<file path="src/lpwd_pkg.sv">
// ----------------------------------------------------------------------------
// lpwd_pkg
// Shared types and constants of the length-prefixed word deframer: result
// kinds, reply codes, prefix masks and the three reply patterns.
// ----------------------------------------------------------------------------
package lpwd_pkg;

  localparam int unsigned ACC_W = 29;
  localparam int unsigned POS_W = 3;
  localparam int unsigned PAT_DEPTH = 6;

  typedef logic [7:0] byte_t;
  typedef logic [POS_W-1:0] pos_t;
  typedef logic [PAT_DEPTH-1:0][7:0] pat_t;

  typedef enum logic {
    KIND_PAYLOAD = 1'b0,
    KIND_END     = 1'b1
  } kind_e;

  typedef enum logic [1:0] {
    REPLY_NONE  = 2'd0,
    REPLY_DONE  = 2'd1,
    REPLY_TRAP  = 2'd2,
    REPLY_FATAL = 2'd3
  } reply_e;

  localparam byte_t PFX4_MASK = 8'hE0;
  localparam byte_t PFX3_MASK = 8'hC0;
  localparam byte_t PFX2_MASK = 8'h80;
  localparam byte_t PFX4_DATA = 8'h1F;
  localparam byte_t PFX3_DATA = 8'h3F;
  localparam byte_t PFX2_DATA = 8'h7F;

  localparam pat_t PAT_DONE  = {8'h00, "e", "n", "o", "d", "!"};
  localparam pat_t PAT_TRAP  = {8'h00, "p", "a", "r", "t", "!"};
  localparam pat_t PAT_FATAL = {"l", "a", "t", "a", "f", "!"};
  localparam pos_t LEN_DONE  = 3'd5;
  localparam pos_t LEN_TRAP  = 3'd5;
  localparam pos_t LEN_FATAL = 3'd6;

  // Hit flags of one word: done, trap, fatal.
  typedef struct packed {
    logic fatal;
    logic trap;
    logic done;
  } hits_t;

  // Control from the framing logic to the pattern scanner.
  typedef struct packed {
    logic step;
    logic clear;
  } scan_ctrl_t;

endpackage

</file>
<file path="src/lpwd_if.sv">
// ----------------------------------------------------------------------------
// lpwd_if
// Valid/ready channels of the deframer: received bytes in, results out.
// ----------------------------------------------------------------------------
interface lpwd_in_if;
  logic             valid;
  logic             ready;
  lpwd_pkg::byte_t  rx_byte;

  modport source (output valid, output rx_byte, input ready);
  modport sink (input valid, input rx_byte, output ready);
endinterface

interface lpwd_out_if;
  logic             valid;
  logic             ready;
  logic             out_kind;
  lpwd_pkg::byte_t  payload_byte;
  logic             word_first;
  logic             word_last;
  logic [1:0]       reply_type;

  modport source (
    output valid, output out_kind, output payload_byte, output word_first,
    output word_last, output reply_type, input ready
  );
  modport sink (
    input valid, input out_kind, input payload_byte, input word_first,
    input word_last, input reply_type, output ready
  );
endinterface

</file>
<file path="src/length_prefixed_word_deframer_core.sv">
// ----------------------------------------------------------------------------
// length_prefixed_word_deframer_core
// Decodes 1 to 4 byte length prefixes, passes word payload bytes through
// with first and last marks, and reports the sentence reply type at the
// empty word that ends each sentence.
// ----------------------------------------------------------------------------
// The block takes one received byte in every clock cycle unless its output
// register holds a stalled beat, with no bubbles between words or sentences.
// Each payload byte and each empty word yields one result beat in the cycle
// after the byte is taken; prefix bytes yield no beat. The result sits in a
// single output register, and a new byte is taken whenever that register is
// empty or its beat is taken in the same cycle, so source and sink set the rate.
module length_prefixed_word_deframer_core #(
  parameter int unsigned LENGTH_BITS = 29
) (
  input  logic        clk_i,
  input  logic        rst_ni,
  lpwd_in_if.sink     rx_i,
  lpwd_out_if.source  tx_o
);
  import lpwd_pkg::*;

  localparam logic [ACC_W-1:0] LenMax = ACC_W'((64'd1 << LENGTH_BITS) - 64'd1);

  logic [1:0]             prefix_left_q, prefix_left_d;
  logic [ACC_W-1:0]       acc_q, acc_d;
  logic [LENGTH_BITS-1:0] payload_left_q, payload_left_d;
  logic                   first_q, first_d;
  reply_e                 reply_q, reply_d;

  logic                   out_valid_q, out_valid_d;
  kind_e                  out_kind_q, out_kind_d;
  byte_t                  out_byte_q, out_byte_d;
  logic                   out_first_q, out_first_d;
  logic                   out_last_q, out_last_d;
  reply_e                 out_reply_q, out_reply_d;

  logic                   accept;
  logic                   emit;
  logic                   fin;
  logic [ACC_W-1:0]       fin_len;
  logic [ACC_W-1:0]       acc_shift;
  logic [LENGTH_BITS-1:0] sat_len;
  byte_t                  b;
  scan_ctrl_t             scan_ctrl;
  hits_t                  hits;

  assign b         = rx_i.rx_byte;
  assign rx_i.ready = !out_valid_q || tx_o.ready;
  assign accept    = rx_i.valid && rx_i.ready;
  assign acc_shift = {acc_q[ACC_W-9:0], b};
  assign sat_len   = (fin_len > LenMax) ? LenMax[LENGTH_BITS-1:0] : fin_len[LENGTH_BITS-1:0];

  lpwd_scan u_scan (
    .clk_i  (clk_i),
    .rst_ni (rst_ni),
    .ctrl_i (scan_ctrl),
    .byte_i (b),
    .hits_o (hits)
  );

  always_comb begin
    prefix_left_d  = prefix_left_q;
    acc_d          = acc_q;
    payload_left_d = payload_left_q;
    first_d        = first_q;
    reply_d        = reply_q;
    scan_ctrl      = '0;
    emit           = 1'b0;
    fin            = 1'b0;
    fin_len        = '0;
    out_kind_d     = KIND_PAYLOAD;
    out_byte_d     = '0;
    out_first_d    = 1'b0;
    out_last_d     = 1'b0;
    out_reply_d    = REPLY_NONE;

    if (accept) begin
      if (prefix_left_q != 2'd0) begin
        acc_d         = acc_shift;
        prefix_left_d = prefix_left_q - 2'd1;
        if (prefix_left_q == 2'd1) begin
          fin     = 1'b1;
          fin_len = acc_shift;
        end
      end else if (payload_left_q != '0) begin
        emit           = 1'b1;
        scan_ctrl.step = 1'b1;
        out_byte_d     = b;
        out_first_d    = first_q;
        out_last_d     = (payload_left_q == LENGTH_BITS'(1));
        first_d        = 1'b0;
        payload_left_d = payload_left_q - LENGTH_BITS'(1);
        if (payload_left_q == LENGTH_BITS'(1)) begin
          scan_ctrl.clear = 1'b1;
          first_d         = 1'b1;
          if (hits.done) begin
            reply_d = REPLY_DONE;
          end else if (hits.trap) begin
            reply_d = REPLY_TRAP;
          end else if (hits.fatal) begin
            reply_d = REPLY_FATAL;
          end
        end
      end else if ((b & PFX4_MASK) == PFX4_MASK) begin
        acc_d         = ACC_W'(b & PFX4_DATA);
        prefix_left_d = 2'd3;
      end else if ((b & PFX3_MASK) == PFX3_MASK) begin
        acc_d         = ACC_W'(b & PFX3_DATA);
        prefix_left_d = 2'd2;
      end else if ((b & PFX2_MASK) == PFX2_MASK) begin
        acc_d         = ACC_W'(b & PFX2_DATA);
        prefix_left_d = 2'd1;
      end else begin
        fin     = 1'b1;
        fin_len = ACC_W'(b);
      end

      if (fin) begin
        acc_d           = '0;
        prefix_left_d   = 2'd0;
        scan_ctrl.clear = 1'b1;
        first_d         = 1'b1;
        if (fin_len == '0) begin
          emit        = 1'b1;
          out_kind_d  = KIND_END;
          out_reply_d = reply_q;
          reply_d     = REPLY_NONE;
        end else begin
          payload_left_d = sat_len;
        end
      end
    end

    if (emit) begin
      out_valid_d = 1'b1;
    end else if (tx_o.ready) begin
      out_valid_d = 1'b0;
    end else begin
      out_valid_d = out_valid_q;
    end
  end

  always_ff @(posedge clk_i or negedge rst_ni) begin
    if (!rst_ni) begin
      prefix_left_q  <= '0;
      acc_q          <= '0;
      payload_left_q <= '0;
      first_q        <= 1'b1;
      reply_q        <= REPLY_NONE;
      out_valid_q    <= 1'b0;
    end else begin
      prefix_left_q  <= prefix_left_d;
      acc_q          <= acc_d;
      payload_left_q <= payload_left_d;
      first_q        <= first_d;
      reply_q        <= reply_d;
      out_valid_q    <= out_valid_d;
    end
  end

  always_ff @(posedge clk_i) begin
    if (emit) begin
      out_kind_q  <= out_kind_d;
      out_byte_q  <= out_byte_d;
      out_first_q <= out_first_d;
      out_last_q  <= out_last_d;
      out_reply_q <= out_reply_d;
    end
  end

  assign tx_o.valid        = out_valid_q;
  assign tx_o.out_kind     = out_kind_q;
  assign tx_o.payload_byte = out_byte_q;
  assign tx_o.word_first   = out_first_q;
  assign tx_o.word_last    = out_last_q;
  assign tx_o.reply_type   = out_reply_q;

  // A length prefix and a word payload are never in progress together.
  assert property (@(posedge clk_i) disable iff (!rst_ni)
    prefix_left_q != 2'd0 |-> payload_left_q == '0)
    else $error("prefix and payload counters both active");

  // The last payload byte of a word arms the first mark for the next word.
  assert property (@(posedge clk_i) disable iff (!rst_ni)
    accept && prefix_left_q == 2'd0 && payload_left_q == LENGTH_BITS'(1) |=> first_q)
    else $error("first mark not rearmed after word end");

  // An end-of-sentence beat clears the sentence reply.
  assert property (@(posedge clk_i) disable iff (!rst_ni)
    emit && out_kind_d == KIND_END |=> reply_q == REPLY_NONE)
    else $error("sentence reply not cleared at sentence end");

  // A stalled result is never overwritten by a new beat.
  assert property (@(posedge clk_i) disable iff (!rst_ni)
    out_valid_q && !tx_o.ready |-> !accept)
    else $error("byte accepted while result stalled");

endmodule

</file>
<file path="src/lpwd_scan.sv">
// ----------------------------------------------------------------------------
// lpwd_scan
// Substring scanner for the reply patterns. Tracks the matched length of
// each pattern and the hits seen so far in the current word.
// ----------------------------------------------------------------------------
module lpwd_scan (
  input  logic                 clk_i,
  input  logic                 rst_ni,
  input  lpwd_pkg::scan_ctrl_t ctrl_i,
  input  lpwd_pkg::byte_t      byte_i,
  output lpwd_pkg::hits_t      hits_o
);
  import lpwd_pkg::*;

  typedef struct packed {
    pos_t pos;
    logic hit;
  } step_t;

  function automatic step_t match_step(pos_t pos, byte_t b, pat_t pat, pos_t len);
    step_t r;
    pos_t  p;
    p = (pos >= len) ? '0 : pos;
    r.hit = 1'b0;
    if (b == pat[p]) begin
      if (p + 3'd1 == len) begin
        r.hit = 1'b1;
        r.pos = '0;
      end else begin
        r.pos = p + 3'd1;
      end
    end else begin
      r.pos = (b == pat[0]) ? 3'd1 : 3'd0;
    end
    return r;
  endfunction

  pos_t  done_pos_q, trap_pos_q, fatal_pos_q;
  hits_t hits_q, hits_d;
  step_t done_s, trap_s, fatal_s;

  always_comb begin
    done_s  = match_step(done_pos_q, byte_i, PAT_DONE, LEN_DONE);
    trap_s  = match_step(trap_pos_q, byte_i, PAT_TRAP, LEN_TRAP);
    fatal_s = match_step(fatal_pos_q, byte_i, PAT_FATAL, LEN_FATAL);
    hits_d  = hits_q;
    if (ctrl_i.step) begin
      hits_d.done  = hits_q.done | done_s.hit;
      hits_d.trap  = hits_q.trap | trap_s.hit;
      hits_d.fatal = hits_q.fatal | fatal_s.hit;
    end
  end

  assign hits_o = hits_d;

  always_ff @(posedge clk_i or negedge rst_ni) begin
    if (!rst_ni) begin
      done_pos_q  <= '0;
      trap_pos_q  <= '0;
      fatal_pos_q <= '0;
      hits_q      <= '0;
    end else if (ctrl_i.clear) begin
      done_pos_q  <= '0;
      trap_pos_q  <= '0;
      fatal_pos_q <= '0;
      hits_q      <= '0;
    end else if (ctrl_i.step) begin
      done_pos_q  <= done_s.pos;
      trap_pos_q  <= trap_s.pos;
      fatal_pos_q <= fatal_s.pos;
      hits_q      <= hits_d;
    end
  end

endmodule

</file>
<file path="src/flat_wrapper.sv">
// flat-port wrapper written by rule: the top's interface ports become plain ports
module length_prefixed_word_deframer_core_flat import lpwd_pkg::*;
#(
  parameter int unsigned LENGTH_BITS = 29
)
  (clk_i, rst_ni, rx_i_valid, rx_i_rx_byte, rx_i_ready, tx_o_valid, tx_o_out_kind, tx_o_payload_byte, tx_o_word_first, tx_o_word_last, tx_o_reply_type, tx_o_ready);
  lpwd_in_if rx_i_i ();
  lpwd_out_if tx_o_i ();
  input  logic clk_i;
  input  logic rst_ni;
  input wire logic [$bits(rx_i_i.valid)-1:0] rx_i_valid;
  input wire logic [$bits(rx_i_i.rx_byte)-1:0] rx_i_rx_byte;
  output wire logic [$bits(rx_i_i.ready)-1:0] rx_i_ready;
  output wire logic [$bits(tx_o_i.valid)-1:0] tx_o_valid;
  output wire logic [$bits(tx_o_i.out_kind)-1:0] tx_o_out_kind;
  output wire logic [$bits(tx_o_i.payload_byte)-1:0] tx_o_payload_byte;
  output wire logic [$bits(tx_o_i.word_first)-1:0] tx_o_word_first;
  output wire logic [$bits(tx_o_i.word_last)-1:0] tx_o_word_last;
  output wire logic [$bits(tx_o_i.reply_type)-1:0] tx_o_reply_type;
  input wire logic [$bits(tx_o_i.ready)-1:0] tx_o_ready;
  assign rx_i_i.valid = rx_i_valid;
  assign rx_i_i.rx_byte = rx_i_rx_byte;
  assign rx_i_ready = rx_i_i.ready;
  assign tx_o_valid = tx_o_i.valid;
  assign tx_o_out_kind = tx_o_i.out_kind;
  assign tx_o_payload_byte = tx_o_i.payload_byte;
  assign tx_o_word_first = tx_o_i.word_first;
  assign tx_o_word_last = tx_o_i.word_last;
  assign tx_o_reply_type = tx_o_i.reply_type;
  assign tx_o_i.ready = tx_o_ready;
  length_prefixed_word_deframer_core #(.LENGTH_BITS(LENGTH_BITS)) u_core (.clk_i(clk_i), .rst_ni(rst_ni), .rx_i(rx_i_i), .tx_o(tx_o_i));
endmodule
</file>
<file path="config.mk">
export PLATFORM = sky130hd
export DESIGN_NAME = length_prefixed_word_deframer_core_flat
export DESIGN_NICKNAME = d
export VERILOG_FILES = /design/src/lpwd_pkg.sv /design/src/lpwd_if.sv /design/src/length_prefixed_word_deframer_core.sv /design/src/lpwd_scan.sv /design/src/flat_wrapper.sv
export SDC_FILE = /design/constraint.sdc
export NUM_CORES = 1
export LEC_CHECK = 0
export ABC_AREA = 1
export BUFFER_PORTS_ARGS = -buffer_cell sky130_fd_sc_hd__buf_2
export CAP_MARGIN = 10
export CORE_MARGIN = 1
export CORE_UTILIZATION = 35
export CTS_BUF_LIST = sky130_fd_sc_hd__clkbuf_16
export CTS_CLUSTER_DIAMETER = 40
export DETAILED_ROUTE_END_ITERATION = 16
export GPL_TIMING_DRIVEN = 0
export SYNTH_ARGS = -nofsm -noshare
export SYNTH_HDL_FRONTEND = slang
export SYNTH_HIERARCHICAL = 1
export SYNTH_SLANG_ARGS = --single-unit
</file>
<file path="constraint.sdc">
create_clock -name clk_i -period 5.35 [get_ports clk_i]
set_input_delay 1.07 -clock clk_i [delete_from_list [all_inputs] [get_ports clk_i]]
set_output_delay 1.07 -clock clk_i [all_outputs]
set_load 0.02 [all_outputs]
</file>
After elaboration in Yosys (flattened, before gate mapping) --
Memories as Yosys holds them, arrays and structs flattened. Cells that the tools add are included.
Cells by class: add/subtract/negate cells 5, multipliers 0, div/mod/pow operators 0, order comparisons 7, equality and inequality tests 13, shift operators 0, muxes and demuxes 84, bitwise gates (word level) 5, reductions and logical operators 15
Operators by type and width (count):
- $mux 29 | 12
- $mux 21 | 6
- $mux 3 | 18
- $mux 2 | 17
- $eq 29x1->1 const B | 1
- $gt 29x29->1 const B | 1
- $logic_not 29->1 | 1
- $reduce_bool 29->1 | 1
- $sub 29x1->29 const B | 1
- $mux 1 | 27
- $eq 8x8->1 | 3
- $mux 8 | 3
- $eq 3x3->1 const B | 4
- $lt 3x4->1 const B | 3
- $add 3x1->3 const B | 3
- $ge 3x3->1 const B | 3
- $reduce_and 3->1 | 3
- $eq 8x6->1 const B | 1
- $reduce_bool 2->1 | 4
- $mux 7 | 1
- $reduce_bool 5->1 | 1
- $ne 3x2->1 const B | 1
- $or 1x1->1 | 3
- $reduce_or 3->1 | 1
- 9 further kinds | 10
Storage, ports and cells: flip-flop bits (word level) 81, bits in latches 0, bits in writable memories 0, memory bits (read-only) 192, input port bits 12, output and inout bits 15, word-level logic and storage cells 149, memories kept 3
Memory list:
- (name not given) | words 8, bits a word 8, read ports 1, clocked after Yosys merged registers in 0, write ports 0, RTL line lpwd_scan.sv:25 | if (b == pat[p]) begin
- (name not given) | words 8, bits a word 8, read ports 1, clocked after Yosys merged registers in 0, write ports 0, RTL line lpwd_scan.sv:25
- (name not given) | words 8, bits a word 8, read ports 1, clocked after Yosys merged registers in 0, write ports 0, RTL line lpwd_scan.sv:25

Depth between registers and ports, before layout --
depth in word-level cells 17, mapped depth 19, gate-level depth less buffers 18

Cells and area by module --
The synthesis kept the hierarchy.
Modules (own cells, without submodules):
- length_prefixed_word_deframer_core | instances 1, cells each 726, area each 4849.7 µm², sequential area each 1793.0 µm²
- lpwd_scan | instances 1, cells each 183, area each 1128.6 µm², sequential area each 300.3 µm²

Worst setup path after synthesis --
No wires, ideal clock.
path kind in2reg, start in rx_i_rx_byte[7], end reg u_core.out_kind_q, in the netlist u_core/tx_o.out_kind (enable), library setup time 349 ps, arrival 2333 ps, data required time 5001 ps, setup slack 2668 ps, stages on the path 9, buffers on the path 1, path through nor2_1 -> inv_1 -> nor3_1 -> a21oi_1 -> nand2_1 -> nor2_8 -> buf_4 -> nand4_1 -> inv_1
On the way: word-level cells in the longest chain between the ends 10, elaborated cells between the ends (all ways) 19, classes of those cells eq/ne: 2; mux: 16; reduce/logical: 1
RTL lines:
- start: declaration | RTL line flat_wrapper.sv:12 | input wire logic [$bits(rx_i_i.rx_byte)-1:0] rx_i_rx_byte;
- $eq 2x2->1 or $mux 7 (tied branches) | RTL line length_prefixed_word_deframer_core.sv:108, length_prefixed_word_deframer_core.sv:111
- $mux 29 | RTL line length_prefixed_word_deframer_core.sv:108 | end else if ((b & PFX3_MASK) == PFX3_MASK) begin
- $mux 29 | RTL line length_prefixed_word_deframer_core.sv:105 | end else if ((b & PFX4_MASK) == PFX4_MASK) begin
- $mux 29 | RTL line length_prefixed_word_deframer_core.sv:86 | end else if (payload_left_q != '0) begin
- $mux 29 | RTL line length_prefixed_word_deframer_core.sv:79 | if (prefix_left_q != 2'd0) begin
- $mux 29 | RTL line length_prefixed_word_deframer_core.sv:78 | if (accept) begin
- $logic_not 29->1 | RTL line length_prefixed_word_deframer_core.sv:124 | if (fin_len == '0) begin
- $mux 1 | RTL line length_prefixed_word_deframer_core.sv:124
- $mux 1 * | RTL line length_prefixed_word_deframer_core.sv:119 | if (fin) begin
- $mux 1 * | RTL line length_prefixed_word_deframer_core.sv:78
- via u_core.emit | RTL line length_prefixed_word_deframer_core.sv:39 | logic emit;
- end signal: assignment | RTL line length_prefixed_word_deframer_core.sv:164 | out_kind_q <= out_kind_d;
- end: declaration | RTL line length_prefixed_word_deframer_core.sv:32 | kind_e out_kind_q, out_kind_d;
The timed path passes the listed nets; every way through them passes the cells marked *. The select of a mux whose other input is x is not followed. A chain may end at the register's enable or synchronous reset.

Worst setup path after layout --
start reg u_core.payload_left_q[0], end reg u_core.out_byte_q[0], in the netlist u_core/tx_o.payload_byte[0] (enable)
On the way: word-level cells in the longest chain between the ends 8, elaborated cells between the ends (all ways) 13, classes of those cells mux: 11; reduce/logical: 2
RTL lines:
- start: declaration | RTL line length_prefixed_word_deframer_core.sv:27 | logic [LENGTH_BITS-1:0] payload_left_q, payload_left_d;
- start signal: assignment | RTL line length_prefixed_word_deframer_core.sv:155 | payload_left_q <= payload_left_d;
- $reduce_bool 29->1 * | RTL line length_prefixed_word_deframer_core.sv:86
- $mux 29 | RTL line length_prefixed_word_deframer_core.sv:86
- $mux 29 | RTL line length_prefixed_word_deframer_core.sv:79
- $mux 29 | RTL line length_prefixed_word_deframer_core.sv:78
- $logic_not 29->1 | RTL line length_prefixed_word_deframer_core.sv:124
- $mux 1 | RTL line length_prefixed_word_deframer_core.sv:124
- $mux 1 * | RTL line length_prefixed_word_deframer_core.sv:119
- $mux 1 * | RTL line length_prefixed_word_deframer_core.sv:78
- via u_core.emit | RTL line length_prefixed_word_deframer_core.sv:39
- end signal: assignment | RTL line length_prefixed_word_deframer_core.sv:165 | out_byte_q <= out_byte_d;
- end: declaration | RTL line length_prefixed_word_deframer_core.sv:33 | byte_t out_byte_q, out_byte_d;
Marks and branches as above.

==> run summary <==
The floorplan step defined a die boundary enclosing 17600 µm². The maximum vdd ir drop came out at 0.000176 V. The tightest hold path in the finished design has a slack of 0.492 ns.

The total length of routed wires was 17000 µm; the ratio of cells with drive above 1 in the final layout was 11.3%. With fillers left out, the area of the finished cells amounts to 6720 µm². The die extent in x was 133 µm; the net count after synthesis was 932.

The path with the worst hold slack has its endpoint at u_core/reply_q[1]$_DFFE_PN0P_. The global routing met2 resource utilization is 31.3%, and the initial core utilization is 35.9%. The net count of the finished layout is 970, and the I/O pin count is 27. The worst setup path is captured at a register. For met1 alone, demand over resource in global routing was 29.1%. The clock latency at the later pin of the worst-skew pair is 0.34 ns, and the met3 track demand over resource in global routing is 2.72%. The clock input transition at the sequential cells of the worst setup and hold paths was 0.07 ns.

The run finished with clean final reports. The tools report the antenna diode count as 0. Summed over all failing endpoints, the final setup total negative slack is 0 ns.

The max-slew violation count came out at 0. Sequential cells burn 27.2% of the power. The area of placed instances is 6410 µm², and the total power per unit cell area is 554 nW/µm².

TritonCTS built the clock tree. The region available for standard cell placement spans 16600 µm². The number of antenna violations at the first check in global routing came out at 0. In this run the most critical hold path is launched from u_core/reply_q[1]$_DFFE_PN0P_.

For the pin with the worst max-slew slack, the measured transition is 0.592 ns. The tools report the post-synthesis instance area as 5980 µm². In the final routed layout, each cell accounts on average for 14.5 µm.

At the end of routability-driven placement, the weighted congestion stood at 0.916. The global-route congestion overflow total is 0. Across all layers, the routed design uses 5775 vias. Setup repair after global routing left no endpoint under its margin. Summing the sequential cell areas from Yosys gives 35.0% of the chip area. Data on the critical path is required at its endpoint by 5.33 ns. The pin count of the biggest net entering global routing was 69; the hold violation total from the final report was 0. The number of setup violations in the final report was 0; the total instance count after detailed placement was 1156. Synthesis instantiated 39 different standard cells from the library. The Yosys step of the flow raised 6 warnings.

Of all nets on the critical path, the largest fanout is 13. The antenna violation net count after detailed routing was 0; the filler cell count was 1785. For the post-cts hold buffer count, the log shows 0. For this run, design rule violations remaining after detail routing come to 0. In this run the most used layer during global routing was met2.

The logs give 5457 for the number of global-route vias before repair and 0.00191 W for the net switching power. The average cell area after synthesis was 6.58 µm². Once the clock tree was built, the resizer swapped 0 gates to a different size.

Per report_power, the clock group accounts for 16.9% of the total. The cell count of the worst reg-to-reg path was 14; the proportion of total power due to net switching was 51.3%. Summed over all nets, the half-perimeter wirelength after detailed placement is 13200 µm. For this run, the share of the core covered by cells in the final layout is 40.4%.

Along the worst hold path, the cell count comes to 2. The synthesized design contains 81 register bits. In this run the static leakage power is 3.53 nW. Clock skew on the completed layout was measured at 0.00978 ns. The run gives 414 as the number of design-rule violations left by the first detailed-router iteration. The longest clock path from root to sink contains 2 buffers. The time the worst path needs with I/O delays and setup came out at 3.06 ns. The maximum achievable frequency came out at 327 MHz. The tools report the count of TritonRoute iterations in the first routing pass as 5. Origin of the critical flop-to-flop path: u_core/payload_left_q[0]$_DFFE_PN0P_.

The share of total power dissipated in combinational logic is 55.9%. The H-tree was split into 3 levels. The critical path is of the register to register type.

The reg-to-reg endpoint was u_core/tx_o.payload_byte[0]$_SDFFCE_PP0P_. The tool flagged a number of max-cap violations equal to 0. The detailed-route vias per instance is 4.93, and the post-synthesis instance total is 909. The initialized floorplan defines 47 standard-cell rows.

For the number of buffers added by the clock tree synthesis step, the log shows 9. Headroom to the max-slew limit came out at 60.2%. The run gives 2.29 ns as the setup slack of the worst register-to-register path. The path category of the worst min-delay check was register to register. The count of cells in the finished layout, fillers not included, comes to 1172. STA puts the critical path data arrival time at 3.04 ns. The final critical-path share of the clock period is 57.2%. The worst setup path is launched from a register.

The count of buffers added on input and output ports is 26. For the number of sinks on the clock net, the log shows 81. The relative area change from synthesis to final layout works out to 12.3%.

The count of buffers added by post-CTS timing repair for setup was 0. Measured along the y axis, the die boundary spans 133 µm. The tree is rooted in a sky130_fd_sc_hd__clkbuf_16. For this run, the total global-route usage over all layers was measured as 20.2%.

The internal power of the cells totals 0.00181 W. The first-pass GRT wire length was 28200 µm.
worst max-delay path, cell delays in order (launching register included):
cell                      delay, ns
sky130_fd_sc_hd__dfrtp_1       0.45
sky130_fd_sc_hd__inv_1         0.20
sky130_fd_sc_hd__ha_1          0.24
sky130_fd_sc_hd__nand2_1       0.10
sky130_fd_sc_hd__nor2_2        0.06
sky130_fd_sc_hd__nand2_4       0.07
sky130_fd_sc_hd__inv_1         0.05
sky130_fd_sc_hd__nand2_2       0.10
sky130_fd_sc_hd__nand2_2       0.11
sky130_fd_sc_hd__nand2_1       0.13
sky130_fd_sc_hd__nand3_2       0.13
sky130_fd_sc_hd__nor2_8        0.18
sky130_fd_sc_hd__buf_4         0.21
sky130_fd_sc_hd__nand4_1       0.15
sky130_fd_sc_hd__inv_1         0.48
how the worst max path moves through the flow:
stage / startpoint / endpoint / slack, ns
2_1_floorplan: rx_i_rx_byte[7] / u_core/tx_o.out_kind$_SDFFCE_PN0P_ / 2.67
3_3_place_gp: rx_i_rx_byte[7] / u_core/tx_o.payload_byte[7]$_SDFFCE_PP0P_ / 2.06
3_5_place_dp: rx_i_rx_byte[7] / u_core/tx_o.payload_byte[7]$_SDFFCE_PP0P_ / 2.06
4_1_cts: u_core/payload_left_q[0]$_DFFE_PN0P_ / u_core/tx_o.payload_byte[0]$_SDFFCE_PP0P_ / 2.29
5_1_grt: u_core/payload_left_q[0]$_DFFE_PN0P_ / u_core/u_scan/trap_pos_q[1]$_DFFE_PN0P_ / 2.04
6_report: u_core/payload_left_q[0]$_DFFE_PN0P_ / u_core/tx_o.payload_byte[0]$_SDFFCE_PP0P_ / 2.29
metrics by stage:
stage	worst slack (ns)	power, W
after floorplan	2.67	0.00252
after global placement	2.06	0.00308
after detailed placement	2.06	0.00308
after CTS	2.29	0.00373
after global routing	2.04	0.00407
final	2.29	0.00372
flip-flops by register name, indices dropped and copies added, names as in the netlist:
register                   count
u_core/u_scan/hits_q           3
u_core/tx_o.word_last          1
u_core/u_scan/done_pos_q       3
u_core/tx_o.word_first         1
u_core/acc_q                  21
u_core/tx_o.out_kind           1
u_core/u_scan/fatal_pos_q      3
u_core/payload_left_q         29
u_core/tx_o.reply_type         2
u_core/tx_o.payload_byte       8
u_core/first_q                 1
u_core/tx_o.valid              1
u_core/reply_q                 2
u_core/u_scan/trap_pos_q       3
u_core/prefix_left_q           2
layout by cell type (no fill, tap or decap), types with 2 or more instances in the layout:
master                       count
sky130_fd_sc_hd__edfxtp_1       13
sky130_fd_sc_hd__nand3_2         2
sky130_fd_sc_hd__o31ai_1         6
sky130_fd_sc_hd__nand2_2         6
sky130_fd_sc_hd__nand3b_1        4
sky130_fd_sc_hd__dfrtp_1        67
sky130_fd_sc_hd__buf_4           5
sky130_fd_sc_hd__o21ai_2         3
sky130_fd_sc_hd__xnor2_1         6
sky130_fd_sc_hd__nor4_1          2
sky130_fd_sc_hd__buf_2          30
sky130_fd_sc_hd__a21oi_1        13
sky130_fd_sc_hd__nand2_1       322
sky130_fd_sc_hd__clkinvlp_4      2
sky130_fd_sc_hd__nor2_1         86
sky130_fd_sc_hd__o22ai_1         7
sky130_fd_sc_hd__nand3_1       124
sky130_fd_sc_hd__xor2_1          9
sky130_fd_sc_hd__inv_6           3
sky130_fd_sc_hd__nor2_4          7
sky130_fd_sc_hd__nand4_1        23
sky130_fd_sc_hd__clkinv_1        2
sky130_fd_sc_hd__nor2_2         16
sky130_fd_sc_hd__nand2_4         4
sky130_fd_sc_hd__inv_1          97
sky130_fd_sc_hd__o21ai_0        23
sky130_fd_sc_hd__clkbuf_16       9
sky130_fd_sc_hd__inv_2           9
sky130_fd_sc_hd__nor3_1          6
sky130_fd_sc_hd__ha_1           11
sky130_fd_sc_hd__buf_6           3
sky130_fd_sc_hd__clkbuf_1       16
sky130_fd_sc_hd__o21ai_1         4
routing by layer:
metal	share of wire, %	vias to the layer above
met5	0	-
li1	-	2983
met2	45	134
met4	1.8	0
met3	4.0	16
met1	49	2642
layout make-up:
class	instances	area, µm²	area share (%)
Buffer	28	149	2.22
Clock buffer	9	225	3.35
Clock inverter	7	76.3	1.14
Inverter	108	405	6.04
Multi-Input combinational cell	692	3330	49.6
Sequential cell	81	2090	31.2
Tap cell	220	275	4.10
Timing Repair Buffer	27	160	2.38
Yosys cell counts (all sizes together):
| cell | count | area [µm²] |
|---|---|---|
| clkinv | 2 | 7.51 |
| o211ai | 1 | 7.51 |
| o22ai | 7 | 43.8 |
| nand4 | 24 | 156 |
| a21boi | 1 | 7.51 |
| nor4 | 2 | 12.5 |
| nor3b | 1 | 7.51 |
| nand3b | 4 | 30.0 |
| nand3 | 126 | 641 |
| o31ai | 7 | 57.6 |
| nor2 | 110 | 522 |
| dfstp | 1 | 26.3 |
| xor2 | 9 | 78.8 |
| nor3 | 6 | 30.0 |
| inv | 106 | 398 |
| ha | 11 | 138 |
| nand2 | 333 | 1310 |
| dfrtp | 67 | 1680 |
| edfxtp | 13 | 390 |
| o21ai | 30 | 161 |
| buf | 12 | 88.8 |
| clkbuf | 16 | 60.1 |
| xnor2 | 6 | 52.6 |
| a21oi | 14 | 73.8 |
power groups by stage:
stage	clock (W)	sequential [W]	combinational (W)
floorplan	0	0.000962	0.00156
global placement	0	0.00102	0.00206
detailed placement	0	0.00102	0.00206
CTS	0.000645	0.00101	0.00207
global route	0.000671	0.00103	0.00236
finish	0.000629	0.00101	0.00208
kinds of logic (layout without fill, tap and decap cells):
kind of cell    Yosys count  after routing  synth area share [%]
buf+inv                 136            179                  9.27
xor+xnor                 15             15                  2.20
flops                    81             81                  35.0
fa+ha+maj                11             11                  2.30
simple gates            606            606                  45.3
compound gates           60             60                  5.88
No activity file was read; power rests on OpenSTA's default activity.
